**src/rtl/core/iste_pkg.sv**
```systemverilog
// ----------------------------------------------------------------------------
// iste_pkg: shared types and codes for the integer set table engine
// Word layouts, opcodes, status codes and the controller/datapath command type.
// ----------------------------------------------------------------------------
package iste_pkg;

  localparam logic [2:0] OP_INSERT = 3'd0;
  localparam logic [2:0] OP_DELETE = 3'd1;
  localparam logic [2:0] OP_MEMBER = 3'd2;
  localparam logic [2:0] OP_COUNT  = 3'd3;
  localparam logic [2:0] OP_SUBSET = 3'd4;
  localparam logic [2:0] OP_INTER  = 3'd5;

  localparam logic [1:0] ST_OK        = 2'd0;
  localparam logic [1:0] ST_NOT_FOUND = 2'd1;
  localparam logic [1:0] ST_FULL      = 2'd2;
  localparam logic [1:0] ST_EMPTY     = 2'd3;

  typedef struct packed {
    logic [2:0]         opcode;
    logic               set_select;
    logic signed [31:0] key;
  } in_word_t;

  typedef struct packed {
    logic [1:0]         status;
    logic               found;
    logic signed [31:0] element;
    logic               last;
    logic [5:0]         set_count;
    logic               set_empty;
  } out_word_t;

  // controller -> datapath
  typedef struct packed {
    logic       load;      // capture input word
    logic       rd_x;      // read X[xi]
    logic       rd_y;      // read Y[yi]
    logic       rd_f;      // read found list[fi]
    logic       wr_x;      // write X[count] <- key (append)
    logic       shift_x;   // write X[xi] <- X data reg (shift down)
    logic       push_f;    // append X data reg to found list
    logic       inc_cnt;
    logic       dec_cnt;
  } dp_cmd_t;

endpackage

```
**src/rtl/core/iste_datapath.sv**
```systemverilog
// ----------------------------------------------------------------------------
// iste_datapath: key stores and counts
// Two key memories, a found-key list, counts, and compare registers.
// ----------------------------------------------------------------------------
module iste_datapath import iste_pkg::*; #(
  parameter int SET_CAPACITY = 32
) (
  input  logic                clk,
  input  logic                rst,
  input  dp_cmd_t             cmd,
  input  in_word_t            in_word,
  input  logic [4:0]          xi,
  input  logic [4:0]          yi,
  input  logic [4:0]          fi,
  output in_word_t            cur,
  output logic [5:0]          xc,
  output logic [5:0]          yc,
  output logic [5:0]          fc,
  output logic signed [31:0]  xdata,
  output logic signed [31:0]  ydata,
  output logic signed [31:0]  fdata
);

  logic [31:0] mem_a [SET_CAPACITY];
  logic [31:0] mem_b [SET_CAPACITY];
  logic [31:0] mem_f [SET_CAPACITY];
  logic [5:0] count_a, count_b;
  logic [31:0] ra, rb;
  logic [31:0] wdata;
  logic [4:0] waddr;

  assign wdata = cmd.shift_x ? xdata : cur.key;
  // insert appends at the current count
  assign waddr = cmd.wr_x ? xc[4:0] : xi;

  always_ff @(posedge clk) begin
    if (cmd.load) cur <= in_word;
    if (cmd.wr_x || cmd.shift_x) begin
      if (cur.set_select) mem_b[waddr] <= wdata;
      else mem_a[waddr] <= wdata;
    end
    if (cmd.push_f) mem_f[fc[4:0]] <= xdata;
    if (cmd.rd_f) fdata <= mem_f[fi];
    ra <= mem_a[cur.set_select ? yi : xi];
    rb <= mem_b[cur.set_select ? xi : yi];
  end

  always_ff @(posedge clk) begin
    if (cmd.rd_x) xdata <= cur.set_select ? rb : ra;
    if (cmd.rd_y) ydata <= cur.set_select ? ra : rb;
  end

  always_ff @(posedge clk) begin
    if (rst) begin
      count_a <= '0;
      count_b <= '0;
      fc <= '0;
    end else begin
      if (cmd.load) fc <= '0;
      else if (cmd.push_f) fc <= fc + 6'd1;
      if (cmd.inc_cnt) begin
        if (cur.set_select) count_b <= count_b + 6'd1;
        else count_a <= count_a + 6'd1;
      end else if (cmd.dec_cnt) begin
        if (cur.set_select) count_b <= count_b - 6'd1;
        else count_a <= count_a - 6'd1;
      end
    end
  end

  assign xc = cur.set_select ? count_b : count_a;
  assign yc = cur.set_select ? count_a : count_b;

endmodule

```
**src/rtl/core/iste_controller.sv**
```systemverilog
// ----------------------------------------------------------------------------
// iste_controller: operation sequencer
// Walks the key memories one entry per step and builds result words.
// ----------------------------------------------------------------------------
module iste_controller import iste_pkg::*; #(
  parameter int SET_CAPACITY = 32
) (
  input  logic               clk,
  input  logic               rst,
  input  logic               in_valid,
  output logic               in_ready,
  output logic               out_valid,
  input  logic               out_ready,
  output out_word_t          out_word,
  output dp_cmd_t            cmd,
  input  in_word_t           cur,
  output logic [4:0]         xi,
  output logic [4:0]         yi,
  output logic [4:0]         fi,
  input  logic [5:0]         xc,
  input  logic [5:0]         yc,
  input  logic [5:0]         fc,
  input  logic signed [31:0] xdata,
  input  logic signed [31:0] ydata,
  input  logic signed [31:0] fdata
);

  localparam logic [3:0] S_IDLE  = 4'd0;
  localparam logic [3:0] S_DISP  = 4'd1;
  localparam logic [3:0] S_XRD   = 4'd2;  // memory read in flight for X
  localparam logic [3:0] S_XCHK  = 4'd3;  // X entry in xdata
  localparam logic [3:0] S_YRD   = 4'd4;
  localparam logic [3:0] S_YCHK  = 4'd5;
  localparam logic [3:0] S_FRD   = 4'd6;
  localparam logic [3:0] S_FCHK  = 4'd7;
  localparam logic [3:0] S_SHRD  = 4'd8;
  localparam logic [3:0] S_SHWR  = 4'd9;
  localparam logic [3:0] S_EMIT  = 4'd10;
  localparam logic [3:0] S_ERD   = 4'd11;
  localparam logic [3:0] S_EOUT  = 4'd12;
  localparam logic [3:0] S_OUT   = 4'd13;
  localparam logic [3:0] S_XLAT  = 4'd14;
  localparam logic [3:0] S_EWAIT = 4'd15;

  logic [3:0] state;
  logic [5:0] xp, yp, fp;   // walk positions
  logic [1:0] lat;          // read pipeline step
  logic       hit;
  out_word_t  res;

  // shift reads the entry above the one being overwritten
  assign xi = (state == S_SHRD) ? xp[4:0] + 5'd1 : xp[4:0];
  assign yi = yp[4:0];
  assign fi = fp[4:0];
  assign in_ready = (state == S_IDLE) && !out_valid;

  always_comb begin
    cmd = '0;
    cmd.load = in_valid && in_ready;
    unique case (state)
      S_XRD:  cmd.rd_x = (lat == 2'd1);
      S_YRD:  cmd.rd_y = (lat == 2'd1);
      S_FRD:  cmd.rd_f = 1'b1;
      S_ERD:  cmd.rd_f = 1'b1;
      S_SHRD: cmd.rd_x = (lat == 2'd1);
      S_SHWR: cmd.shift_x = 1'b1;
      default: ;
    endcase
    if (state == S_DISP && cur.opcode == OP_INSERT && xc < 6'(SET_CAPACITY)) begin
      cmd.wr_x = 1'b1;
      cmd.inc_cnt = 1'b1;
    end
    if (state == S_FCHK && fp == fc) cmd.push_f = 1'b1;
    if (state == S_SHRD && lat == 2'd2 && xp + 6'd1 >= xc) cmd.dec_cnt = 1'b1;
  end

  function automatic out_word_t mk(input logic [1:0] st, input logic fnd,
                                   input logic [31:0] el, input logic lst,
                                   input logic [5:0] c);
    out_word_t w;
    w.status = st; w.found = fnd; w.element = el; w.last = lst;
    w.set_count = c; w.set_empty = (c == 6'd0);
    return w;
  endfunction

  always_ff @(posedge clk) begin
    if (rst) begin
      state <= S_IDLE;
      out_valid <= 1'b0;
      lat <= '0;
    end else begin
      if (out_valid && out_ready) out_valid <= 1'b0;
      unique case (state)
        S_IDLE: if (cmd.load) state <= S_DISP;
        S_DISP: begin
          lat <= '0;
          unique case (cur.opcode)
            OP_INSERT: begin
              res <= mk((xc < 6'(SET_CAPACITY)) ? ST_OK : ST_FULL, 1'b0, '0, 1'b1,
                        (xc < 6'(SET_CAPACITY)) ? xc + 6'd1 : xc);
              state <= S_OUT;
            end
            OP_DELETE, OP_MEMBER, OP_SUBSET, OP_INTER: begin
              if (cur.opcode == OP_SUBSET) xp <= 6'd0;
              else xp <= xc - 6'd1;
              if (xc == 6'd0) begin
                if (cur.opcode == OP_DELETE) res <= mk(ST_NOT_FOUND, 1'b0, '0, 1'b1, xc);
                else if (cur.opcode == OP_SUBSET) res <= mk(ST_OK, 1'b1, '0, 1'b1, xc);
                else if (cur.opcode == OP_INTER) res <= mk(ST_EMPTY, 1'b0, '0, 1'b1, xc);
                else res <= mk(ST_OK, 1'b0, '0, 1'b1, xc);
                state <= S_OUT;
              end else state <= S_XRD;
            end
            default: begin
              res <= mk(ST_OK, 1'b0, '0, 1'b1, xc);
              state <= S_OUT;
            end
          endcase
        end
        S_XRD: begin
          lat <= lat + 2'd1;
          if (lat == 2'd1) begin
            lat <= '0;
            state <= S_XCHK;
          end
        end
        S_XCHK: begin
          if (cur.opcode == OP_DELETE || cur.opcode == OP_MEMBER) begin
            if (xdata == cur.key) begin
              if (cur.opcode == OP_MEMBER) begin
                res <= mk(ST_OK, 1'b1, '0, 1'b1, xc);
                state <= S_OUT;
              end else begin
                lat <= '0;
                state <= S_SHRD;
              end
            end else if (xp == 6'd0) begin
              res <= mk(cur.opcode == OP_DELETE ? ST_NOT_FOUND : ST_OK, 1'b0, '0, 1'b1, xc);
              state <= S_OUT;
            end else begin
              xp <= xp - 6'd1;
              state <= S_XRD;
            end
          end else begin
            yp <= 6'd0;
            hit <= 1'b0;
            if (yc == 6'd0) state <= S_XLAT;
            else state <= S_YRD;
          end
        end
        S_YRD: begin
          lat <= lat + 2'd1;
          if (lat == 2'd1) begin
            lat <= '0;
            state <= S_YCHK;
          end
        end
        S_YCHK: begin
          if (ydata == xdata) begin
            hit <= 1'b1;
            state <= S_XLAT;
          end else if (yp + 6'd1 >= yc) state <= S_XLAT;
          else begin
            yp <= yp + 6'd1;
            state <= S_YRD;
          end
        end
        S_XLAT: begin
          // hit resolved for current X entry
          if (cur.opcode == OP_SUBSET) begin
            if (!hit) begin
              res <= mk(ST_OK, 1'b0, '0, 1'b1, xc);
              state <= S_OUT;
            end else if (xp + 6'd1 >= xc) begin
              res <= mk(ST_OK, 1'b1, '0, 1'b1, xc);
              state <= S_OUT;
            end else begin
              xp <= xp + 6'd1;
              state <= S_XRD;
            end
          end else if (hit) begin
            fp <= 6'd0;
            state <= (fc == 6'd0) ? S_FCHK : S_FRD;
          end else state <= S_EMIT;
        end
        S_FRD: state <= S_FCHK;
        S_FCHK: begin
          if (fp != fc && fdata == xdata) state <= S_EMIT;
          else if (fp == fc) state <= S_EMIT;
          else if (fp + 6'd1 == fc) begin
            fp <= fc;
            state <= S_FCHK;
          end else begin
            fp <= fp + 6'd1;
            state <= S_FRD;
          end
        end
        S_EMIT: begin
          // next X entry, or start output run (or empty result if none found)
          if (xp == 6'd0) begin
            fp <= 6'd0;
            if (fc == 6'd0) begin
              res <= mk(ST_EMPTY, 1'b0, '0, 1'b1, xc);
              state <= S_OUT;
            end else state <= S_ERD;
          end else begin
            xp <= xp - 6'd1;
            state <= S_XRD;
          end
        end
        S_ERD: state <= S_EOUT;
        S_EOUT: if (!out_valid) begin
          out_word <= mk(ST_OK, 1'b0, fdata, fp + 6'd1 == fc, xc);
          out_valid <= 1'b1;
          if (fp + 6'd1 == fc) state <= S_IDLE;
          else begin
            fp <= fp + 6'd1;
            state <= S_EWAIT;
          end
        end
        S_EWAIT: state <= S_ERD;
        S_SHRD: begin
          // move X[xp+1] down to X[xp] until top reached
          lat <= lat + 2'd1;
          if (lat == 2'd2) begin
            lat <= '0;
            if (xp + 6'd1 >= xc) begin
              res <= mk(ST_OK, 1'b0, '0, 1'b1, xc - 6'd1);
              state <= S_OUT;
            end else state <= S_SHWR;
          end
        end
        S_SHWR: begin
          xp <= xp + 6'd1;
          state <= S_SHRD;
        end
        S_OUT: if (!out_valid) begin
          out_word <= res;
          out_valid <= 1'b1;
          state <= S_IDLE;
        end
        default: state <= S_IDLE;
      endcase
    end
  end

endmodule

```
**src/rtl/core/integer_set_table_engine_unit.sv**
```systemverilog
// ----------------------------------------------------------------------------
// integer_set_table_engine_unit: two-set key table engine
// Top level joining sequencer and key store datapath.
// ----------------------------------------------------------------------------
// Usage:
//   in_valid/in_ready carry one in_word (opcode, set_select, key); out_valid/
//   out_ready carry result words. Intersection yields a run of words, the
//   final one with last set; every other opcode yields one word.
//   One item is processed at a time. Insert, count and unused opcodes present
//   a single word without walking the key memories; member and delete scan X
//   one entry at a time, and delete then shifts the tail down one entry at a
//   time. Subset and intersection walk each X entry against Y until a match,
//   one compare at a time through the single read port of each key memory.
//   Intersection words then leave one by one.
//   Reset clears counts and control; key memories are not cleared, as
//   only entries below the count are read.
//   A stalled receiver holds the output register; the next item is taken
//   only after the last result word is accepted.
// ----------------------------------------------------------------------------
module integer_set_table_engine_unit import iste_pkg::*; #(
  parameter int SET_CAPACITY = 32
) (
  input  logic      clk,
  input  logic      rst,
  input  logic      in_valid,
  output logic      in_ready,
  input  in_word_t  in_word,
  output logic      out_valid,
  input  logic      out_ready,
  output out_word_t out_word
);

  dp_cmd_t cmd;
  in_word_t cur;
  logic [4:0] xi, yi, fi;
  logic [5:0] xc, yc, fc;
  logic signed [31:0] xdata, ydata, fdata;

  iste_datapath #(.SET_CAPACITY(SET_CAPACITY)) u_dp (
    .clk, .rst, .cmd, .in_word, .xi, .yi, .fi, .cur, .xc, .yc, .fc,
    .xdata, .ydata, .fdata
  );

  iste_controller #(.SET_CAPACITY(SET_CAPACITY)) u_ctl (
    .clk, .rst, .in_valid, .in_ready, .out_valid, .out_ready, .out_word, .cmd,
    .cur, .xi, .yi, .fi, .xc, .yc, .fc, .xdata, .ydata, .fdata
  );

  a_count_range: assert property (@(posedge clk) disable iff (rst)
    xc <= 6'(SET_CAPACITY)) else $error("count over capacity");
  a_empty_flag: assert property (@(posedge clk) disable iff (rst)
    out_valid |-> (out_word.set_empty == (out_word.set_count == 6'd0)))
    else $error("empty flag mismatch");
  a_no_accept_busy: assert property (@(posedge clk) disable iff (rst)
    out_valid |-> !in_ready) else $error("accepted while result pending");

endmodule

```
**config.mk**
```make
export PLATFORM = sky130hd
export DESIGN_NAME = integer_set_table_engine_unit
export DESIGN_NICKNAME = d
export VERILOG_FILES = /design/src/rtl/core/iste_pkg.sv /design/src/rtl/core/iste_datapath.sv /design/src/rtl/core/iste_controller.sv /design/src/rtl/core/integer_set_table_engine_unit.sv
export SDC_FILE = /design/constraint.sdc
export NUM_CORES = 2
export LEC_CHECK = 0
export ABC_AREA = 1
export BUFFER_PORTS_ARGS = -buffer_cell sky130_fd_sc_hd__buf_2
export CAP_MARGIN = 20
export CORE_MARGIN = 3
export CORE_UTILIZATION = 45
export DETAILED_ROUTE_END_ITERATION = 10
export PLACE_DENSITY_LB_ADDON = 0.08
export SYNTH_ARGS = -nofsm -noshare
export SYNTH_HDL_FRONTEND = slang
export SYNTH_SLANG_ARGS = --single-unit
```
**constraint.sdc**
```tcl
create_clock -name clk -period 5.7 [get_ports clk]
set_clock_uncertainty 0.15 [all_clocks]
set_input_delay 1.14 -clock clk [delete_from_list [all_inputs] [get_ports clk]]
set_output_delay 1.14 -clock clk [all_outputs]
set_load 0.01 [all_outputs]
```
=== Word level (Yosys, flattened, before mapping) ===
Memories as Yosys holds them, arrays and structs flattened. A register that Yosys moved wholly into a read port is not among the register bits.
Cells that the tools add are included.

* Flip-flop bits (word level): 230
* Bits in writable memories: 3,072
* Input bits: 40
* Output and inout port bits: 45
* Word-level logic and storage cells: 264
* Memories kept: 3

* $add $sub $neg: 13
* Order comparisons: 3
* Eq/ne operators: 56
* Mux-type cells: 117
* Bitwise gates (word level): 2
* Reduce and logical (&&, ||, !) cells: 43

{| class="wikitable"
|+ Memory list
! memory !! words !! width !! rd ports !! clocked after Yosys merged registers in !! write ports !! line !! RTL
|-
| u_dp.mem_a || 32 || 32 || 1 || 1 || 1 || iste_datapath.sv:24 || <nowiki>logic [31:0] mem_a [SET_CAPACITY];</nowiki>
|-
| u_dp.mem_b || 32 || 32 || 1 || 1 || 1 || iste_datapath.sv:25 || <nowiki>logic [31:0] mem_b [SET_CAPACITY];</nowiki>
|-
| u_dp.mem_f || 32 || 32 || 1 || 1 || 1 || iste_datapath.sv:26 || <nowiki>logic [31:0] mem_f [SET_CAPACITY];</nowiki>
|}

{| class="wikitable"
|+ Operators with widths
! kind !! number
|-
| $mux W43 || 17
|-
| $pmux W43 S5 || 1
|-
| $mux W6 || 30
|-
| $pmux W43 S2 || 2
|-
| $eq A32 B32 Y1 || 3
|-
| $mux W32 || 3
|-
| $mux W4 || 22
|-
| $pmux W4 S16 || 1
|-
| $add A6 B1 Y6 const B || 7
|-
| $logic_not A6 Y1 || 6
|-
| $eq A4 B4 Y1 const B || 8
|-
| $ne A2 B2 Y1 const B || 16
|-
| $pmux W6 S5 || 1
|-
| $pmux W6 S4 || 1
|-
| $sub A6 B1 Y6 const B || 4
|-
| $mux W1 || 23
|-
| $mux W5 || 4
|-
| $ne A2 B1 Y1 const B || 9
|-
| $eq A4 B3 Y1 const B || 4
|-
| $eq A6 B6 Y1 || 2
|-
| $ge A6 B6 Y1 || 2
|-
| $mux W2 || 6
|-
| $pmux W6 S2 || 1
|-
| $reduce_and A12 Y1 || 1
|-
| 34 further kinds || 60
|}

=== Logic depth before layout (Yosys ltp) ===
* Word-level depth: 7
* Depth in mapped cells: 21
* Depth with buffers taken out: 20

=== By module ===
A second synthesis with hierarchy kept.

* Cell total of the unflattened synthesis: 13,500
* Area, all modules: 145,419.5 µm²

{| class="wikitable"
|+ By module, submodules not included
! module !! instances !! cells each !! area an instance (µm²) !! sequential area each (µm²)
|-
| iste_datapath || 1 || 12,647 || 139,082.1 || 97,853.8
|-
| iste_controller || 1 || 853 || 6,337.3 || 2,302.2
|}

=== Worst setup path after synthesis ===
No wires, ideal clock.

* Path type: flip-flop to flip-flop
* From: register u_ctl.state[3]
* To: memory u_dp.mem_a[0][14] (data pin)
* Library setup time: 0.702 ns
* Arrival time: 3.857 ns
* Required time: 4.848 ns
* Slack: 0.991 ns
* Cell stages (with the launch flop): 8
* Buffers on the path: 1
* Clock period less this slack: 4.709 ns
* Cells stage by stage: dfxtp_1 inv_2 nor2_4 inv_1 nor2_1 clkinv_1 clkbuf_1 o21ai_0

* Longest elaborated chain between the ends: 3

{| class="wikitable"
|+ Ends and longest elaborated chain
! what !! line !! RTL
|-
| from (decl) || iste_controller.sv:45 || <nowiki>logic [3:0] state;</nowiki>
|-
| from (signal assigned) || iste_controller.sv:183 || <nowiki>state <= (fc == 6'd0) ? S_FCHK : S_FRD;</nowiki>
|-
| $eq A4 B4 Y1 || iste_controller.sv:60 || <nowiki>unique case (state)</nowiki>
|-
| $mux W1 || iste_controller.sv:60 ||
|-
| $mux W32 || iste_datapath.sv:32 || <nowiki>assign wdata = cmd.shift_x ? xdata : cur.key;</nowiki>
|-
| via u_dp.wdata[14] || iste_datapath.sv:29 || <nowiki>logic [31:0] wdata;</nowiki>
|-
| to (decl) || iste_datapath.sv:24 ||
|}

The timed path passes the listed nets, and every way through them passes these cells.

=== Worst setup path after layout ===
* From: register u_ctl.state[0]
* To: memory u_dp.mem_b[6][7] (enable)

* Longest elaborated chain between the ends: 7
* Elaborated cells between the ends (all ways): 12
* Classes of those cells: eq/ne: 3; mux: 6; reduce/logical: 3

{| class="wikitable"
|+ Ends and longest elaborated chain
! what !! line !! RTL
|-
| $eq A4 B1 Y1 || iste_controller.sv:69 || <nowiki>if (state == S_DISP && cur.opcode == OP_INSERT && xc < 6'(SET_CAPACITY)) begin</nowiki>
|-
| $logic_and A1 B1 Y1 (2 in series) || iste_controller.sv:69 ||
|-
| $mux W1 || iste_controller.sv:69 ||
|-
| $logic_or A1 B1 Y1 || iste_datapath.sv:38 || <nowiki>if (cmd.wr_x || cmd.shift_x) begin</nowiki>
|-
| $mux W1 || iste_datapath.sv:38 ||
|-
| $mux W1 (implied by the code) || iste_datapath.sv:39 || <nowiki>if (cur.set_select) mem_b[waddr] <= wdata;</nowiki>
|-
| to (decl) || iste_datapath.sv:25 ||
|}

Parallel ways exist; a longest one is shown, timed or not.

==> qor.csv <==
metric;value;unit
clk_latency;0.96;ns
nNetsFinal;11600;
fillCellCount;26000;
power_density;450;nW/um2
antenna_found_initial;32;
synth.distinct_cells;46;
path_cells;inv_1 > nor2_1 > inv_1 > nor2_4 > inv_2 > nor2_4 > inv_2 > o21ai_1 > nand2_1 > nor3_2 > buf_4;
rsz0062_at_grt;false;
slew_viol_final;0;
crit_path_end_kind;flop;
max-slew-margin-rel;23.7;%
dieArea;311000;um2
status;completed;
syn2layout_area_growth;13.3;%
dp_hpwl;270000;um
combPwrFrac;24.9;%
synth_edf_count;3276;
final_antenna_net_count;0;
cpPeakStageDelay;0.88;ns
fin_crit_sh;89.1;%
dpl_cell_area;144000;um2
power_frac_seq;42.7;%
avgViaCountPerCell;5.84;
max_freq;0.197;GHz
first_pass_iters;6;
clkPwrFrac;32.3;%
grt_pass1_wl;652000;um
placementRows;201;
start_kind;flop;
syn_area_per_cell;11.9;um2
async_reset_ff_share;0;%
maxCapViolCount;0;
netlist_top_cells_area;edfxtp_1 (72%), nand2_1 (9.8%), o21ai_0 (3.4%);
die_y;557;um
ys_warn_count;0;
clkSinkCount;3365;
tightest_slew;1.14;ns
drtIter0Drc;11700;
crit_required;6.09;ns
yosysMostFrequentCell;nand2_1;
htreeDepth;5;
netlist.area_leader.share;71.9;%
postCtsHoldBufs;0;
ir_worst_vdd;0.276;mV
post_cts_buffers;0;
ys.flop_type;edfxtp_1;
vias;92400;
dieWidth;557;um
routed_wl;463000;um
ctsLongestPathBuffers;4;
synthesis.nets;11600;
drive_above_1_share;9.23;%
ys_ff_latch;3365;
core_area;301000;um2
setup-violations-final;0;
yosys.area.top_type;edfxtp_1;
fin_area;155000;um2
setup.worst_path.class;reg2reg;
mappedNetlistArea;137000;um2
leakagePower;54.7;nW
cp.arrival;5.47;ns
gp_congestion;0.901;
hold_viol;0;
drc_errors;0;
post-route-min-period;5.08;ns
clockRootBuffer;clkbuf_16;
clkTransAtPathRegs;0.06;ns
grt_overflow;0;
power.switching;0.0241;W
port-buffer-count;84;
ctsResizeCount;0;
finalSetupTns;0;ns
cts_buffers;357;
intPower;0.0457;W
grt_pass1_vias;87200;
holdCritPathClass;in2reg;
grt_util_all_layers;29.2;%
synthTopCellsByCount;nand2_1 (3581), edfxtp_1 (3276), nor2_1 (1047);
io_pins;85;
yosysSeqAreaShare;73.2;%
grt_start_max_net_pins;151;
p_sw_share;34.6;%
path_max_fanout;32;
synth_cells;11500;
post_drt_wl_per_cell;29.2;um
start_util;45.4;%
cpMaxStageDelayCell;o21ai_1;
cts_tree;yes;
==> power by group through the flow <==
stage | Clock [W] | Sequential (W) | Combinational [W]
floorplan | 0 | 0.0300 | 0.00898
global placement | 0 | 0.0303 | 0.0172
detailed placement | 0 | 0.0303 | 0.0172
CTS | 0.0230 | 0.0298 | 0.0172
global route | 0.0239 | 0.0298 | 0.0185
finish | 0.0226 | 0.0298 | 0.0174
==> area by class of cell <==
| cell class | instances | area (um2) | share of cell area (%) |
|---|---|---|---|
| diodes | 25 | 62.6 | 0.0403 |
| clock buffers | 460 | 9560 | 6.16 |
| clock inverters | 189 | 1730 | 1.11 |
| inverters | 247 | 982 | 0.633 |
| multi-input cells | 7169 | 33700 | 21.7 |
| flip-flops and latches | 3365 | 100000 | 64.6 |
| well taps | 3958 | 4950 | 3.19 |
| repair buffers | 417 | 3970 | 2.56 |
==> worst max-delay path: cells and delay by family, from the launching register on <==
kind,cells,cell delay (ns)
AOI/OAI and AO/OA,1,0.88
buffers and inverters,5,1.13
DFF,1,0.41
and+or+nand+nor,5,2.07
==> cell usage in the layout (no fill, tap or decap), drive strengths merged, types with 4 or more instances in the layout <==
cell type,synthesis,final
nand2,3585,3585
edfxtp,3276,3276
nor2,1055,1055
o21ai,1007,1007
nand3,570,570
clkbuf,360,460
buf,338,417
o211ai,325,325
inv,245,256
o221ai,214,214
clkinv,2,155
dfxtp,89,89
xnor2,79,79
nor3,77,77
o22ai,53,53
a21oi,51,51
a31oi,34,34
a32oi,32,32
ha,30,30
diode,0,25
bufinv,0,21
xor2,19,19
nand4,15,15
or2,5,5
clkinvlp,0,4
nor4,4,4
==> metrics by stage <==
| stage | util [%] | setup WS (ns) | instances | hold slack (ns) | power (W) |
|---|---|---|---|---|---|
| 2_1_floorplan | - | 0.991 | 11500 | 0.299 | 0.0389 |
| 3_3_place_gp | 47.7 | 0.883 | 15100 | 0.313 | 0.0475 |
| 3_5_place_dp | 47.7 | 0.879 | 15200 | 0.324 | 0.0475 |
| 4_1_cts | 51.4 | 0.855 | 15800 | 0.125 | 0.0700 |
| 5_1_grt | 51.5 | 0.586 | 15800 | 0.163 | 0.0722 |
| 6_report | 51.5 | 0.619 | 15800 | 0.207 | 0.0698 |
==> state kept, by name (all words and copies together) (netlist names), 10 cells and up <==
| name | flops |
|---|---|
| u_ctl.out_word | 43 |
| u_dp.fdata | 32 |
| u_dp.mem_f | 1024 |
| u_dp.mem_b | 1024 |
| u_dp.mem_a | 1024 |
| u_dp.ydata | 32 |
| u_dp.xdata | 32 |
| u_dp.cur | 36 |
| u_ctl.res | 10 |
| u_dp.ra | 32 |
| u_dp.rb | 32 |
==> final timing paths <==
kind / slack, ns / to / cells past startpoint / from
worst max-delay path: 0.62 / u_dp.mem_b[6][7] / 11 / u_ctl.state[0]
worst min-delay path: 0.21 / u_dp.cur[22] / 1 / in_word[22]
worst max register to register: 0.62 / u_dp.mem_b[6][7] / 11 / u_ctl.state[0]
worst min register to register: 0.33 / u_dp.fc[5] / 2 / u_dp.fc[5]
==> logic make-up (layout without fill, tap and decap cells) <==
logic type / after synthesis / after routing / synth area share (%)
adder cells (fa/ha/maj): 32 / 32 / 0.304
flip-flops: 3365 / 3365 / 73.2
buffers and inverters: 945 / 1313 / 2.91
AND/OR/NAND/NOR: 5314 / 5314 / 15.3
AO/OA/AOI/OAI: 1725 / 1725 / 7.70
other: 0 / 25 / 0
XOR/XNOR: 98 / 98 / 0.633
==> layer usage <==
layer | wire [um] | GRT usage, % | part of all wire (%) | vias up
met4 | 21700 | 13.1 | 4.7 | 4
met2 | 214000 | 45.6 | 46 | 4257
li1 | - | - | - | 40800
met3 | 37400 | 4.44 | 8.1 | 780
met5 | 28 | 0 | 0.0061 | -
met1 | 189000 | 40.5 | 41 | 46600
No activity file was read; power rests on OpenSTA's default activity.
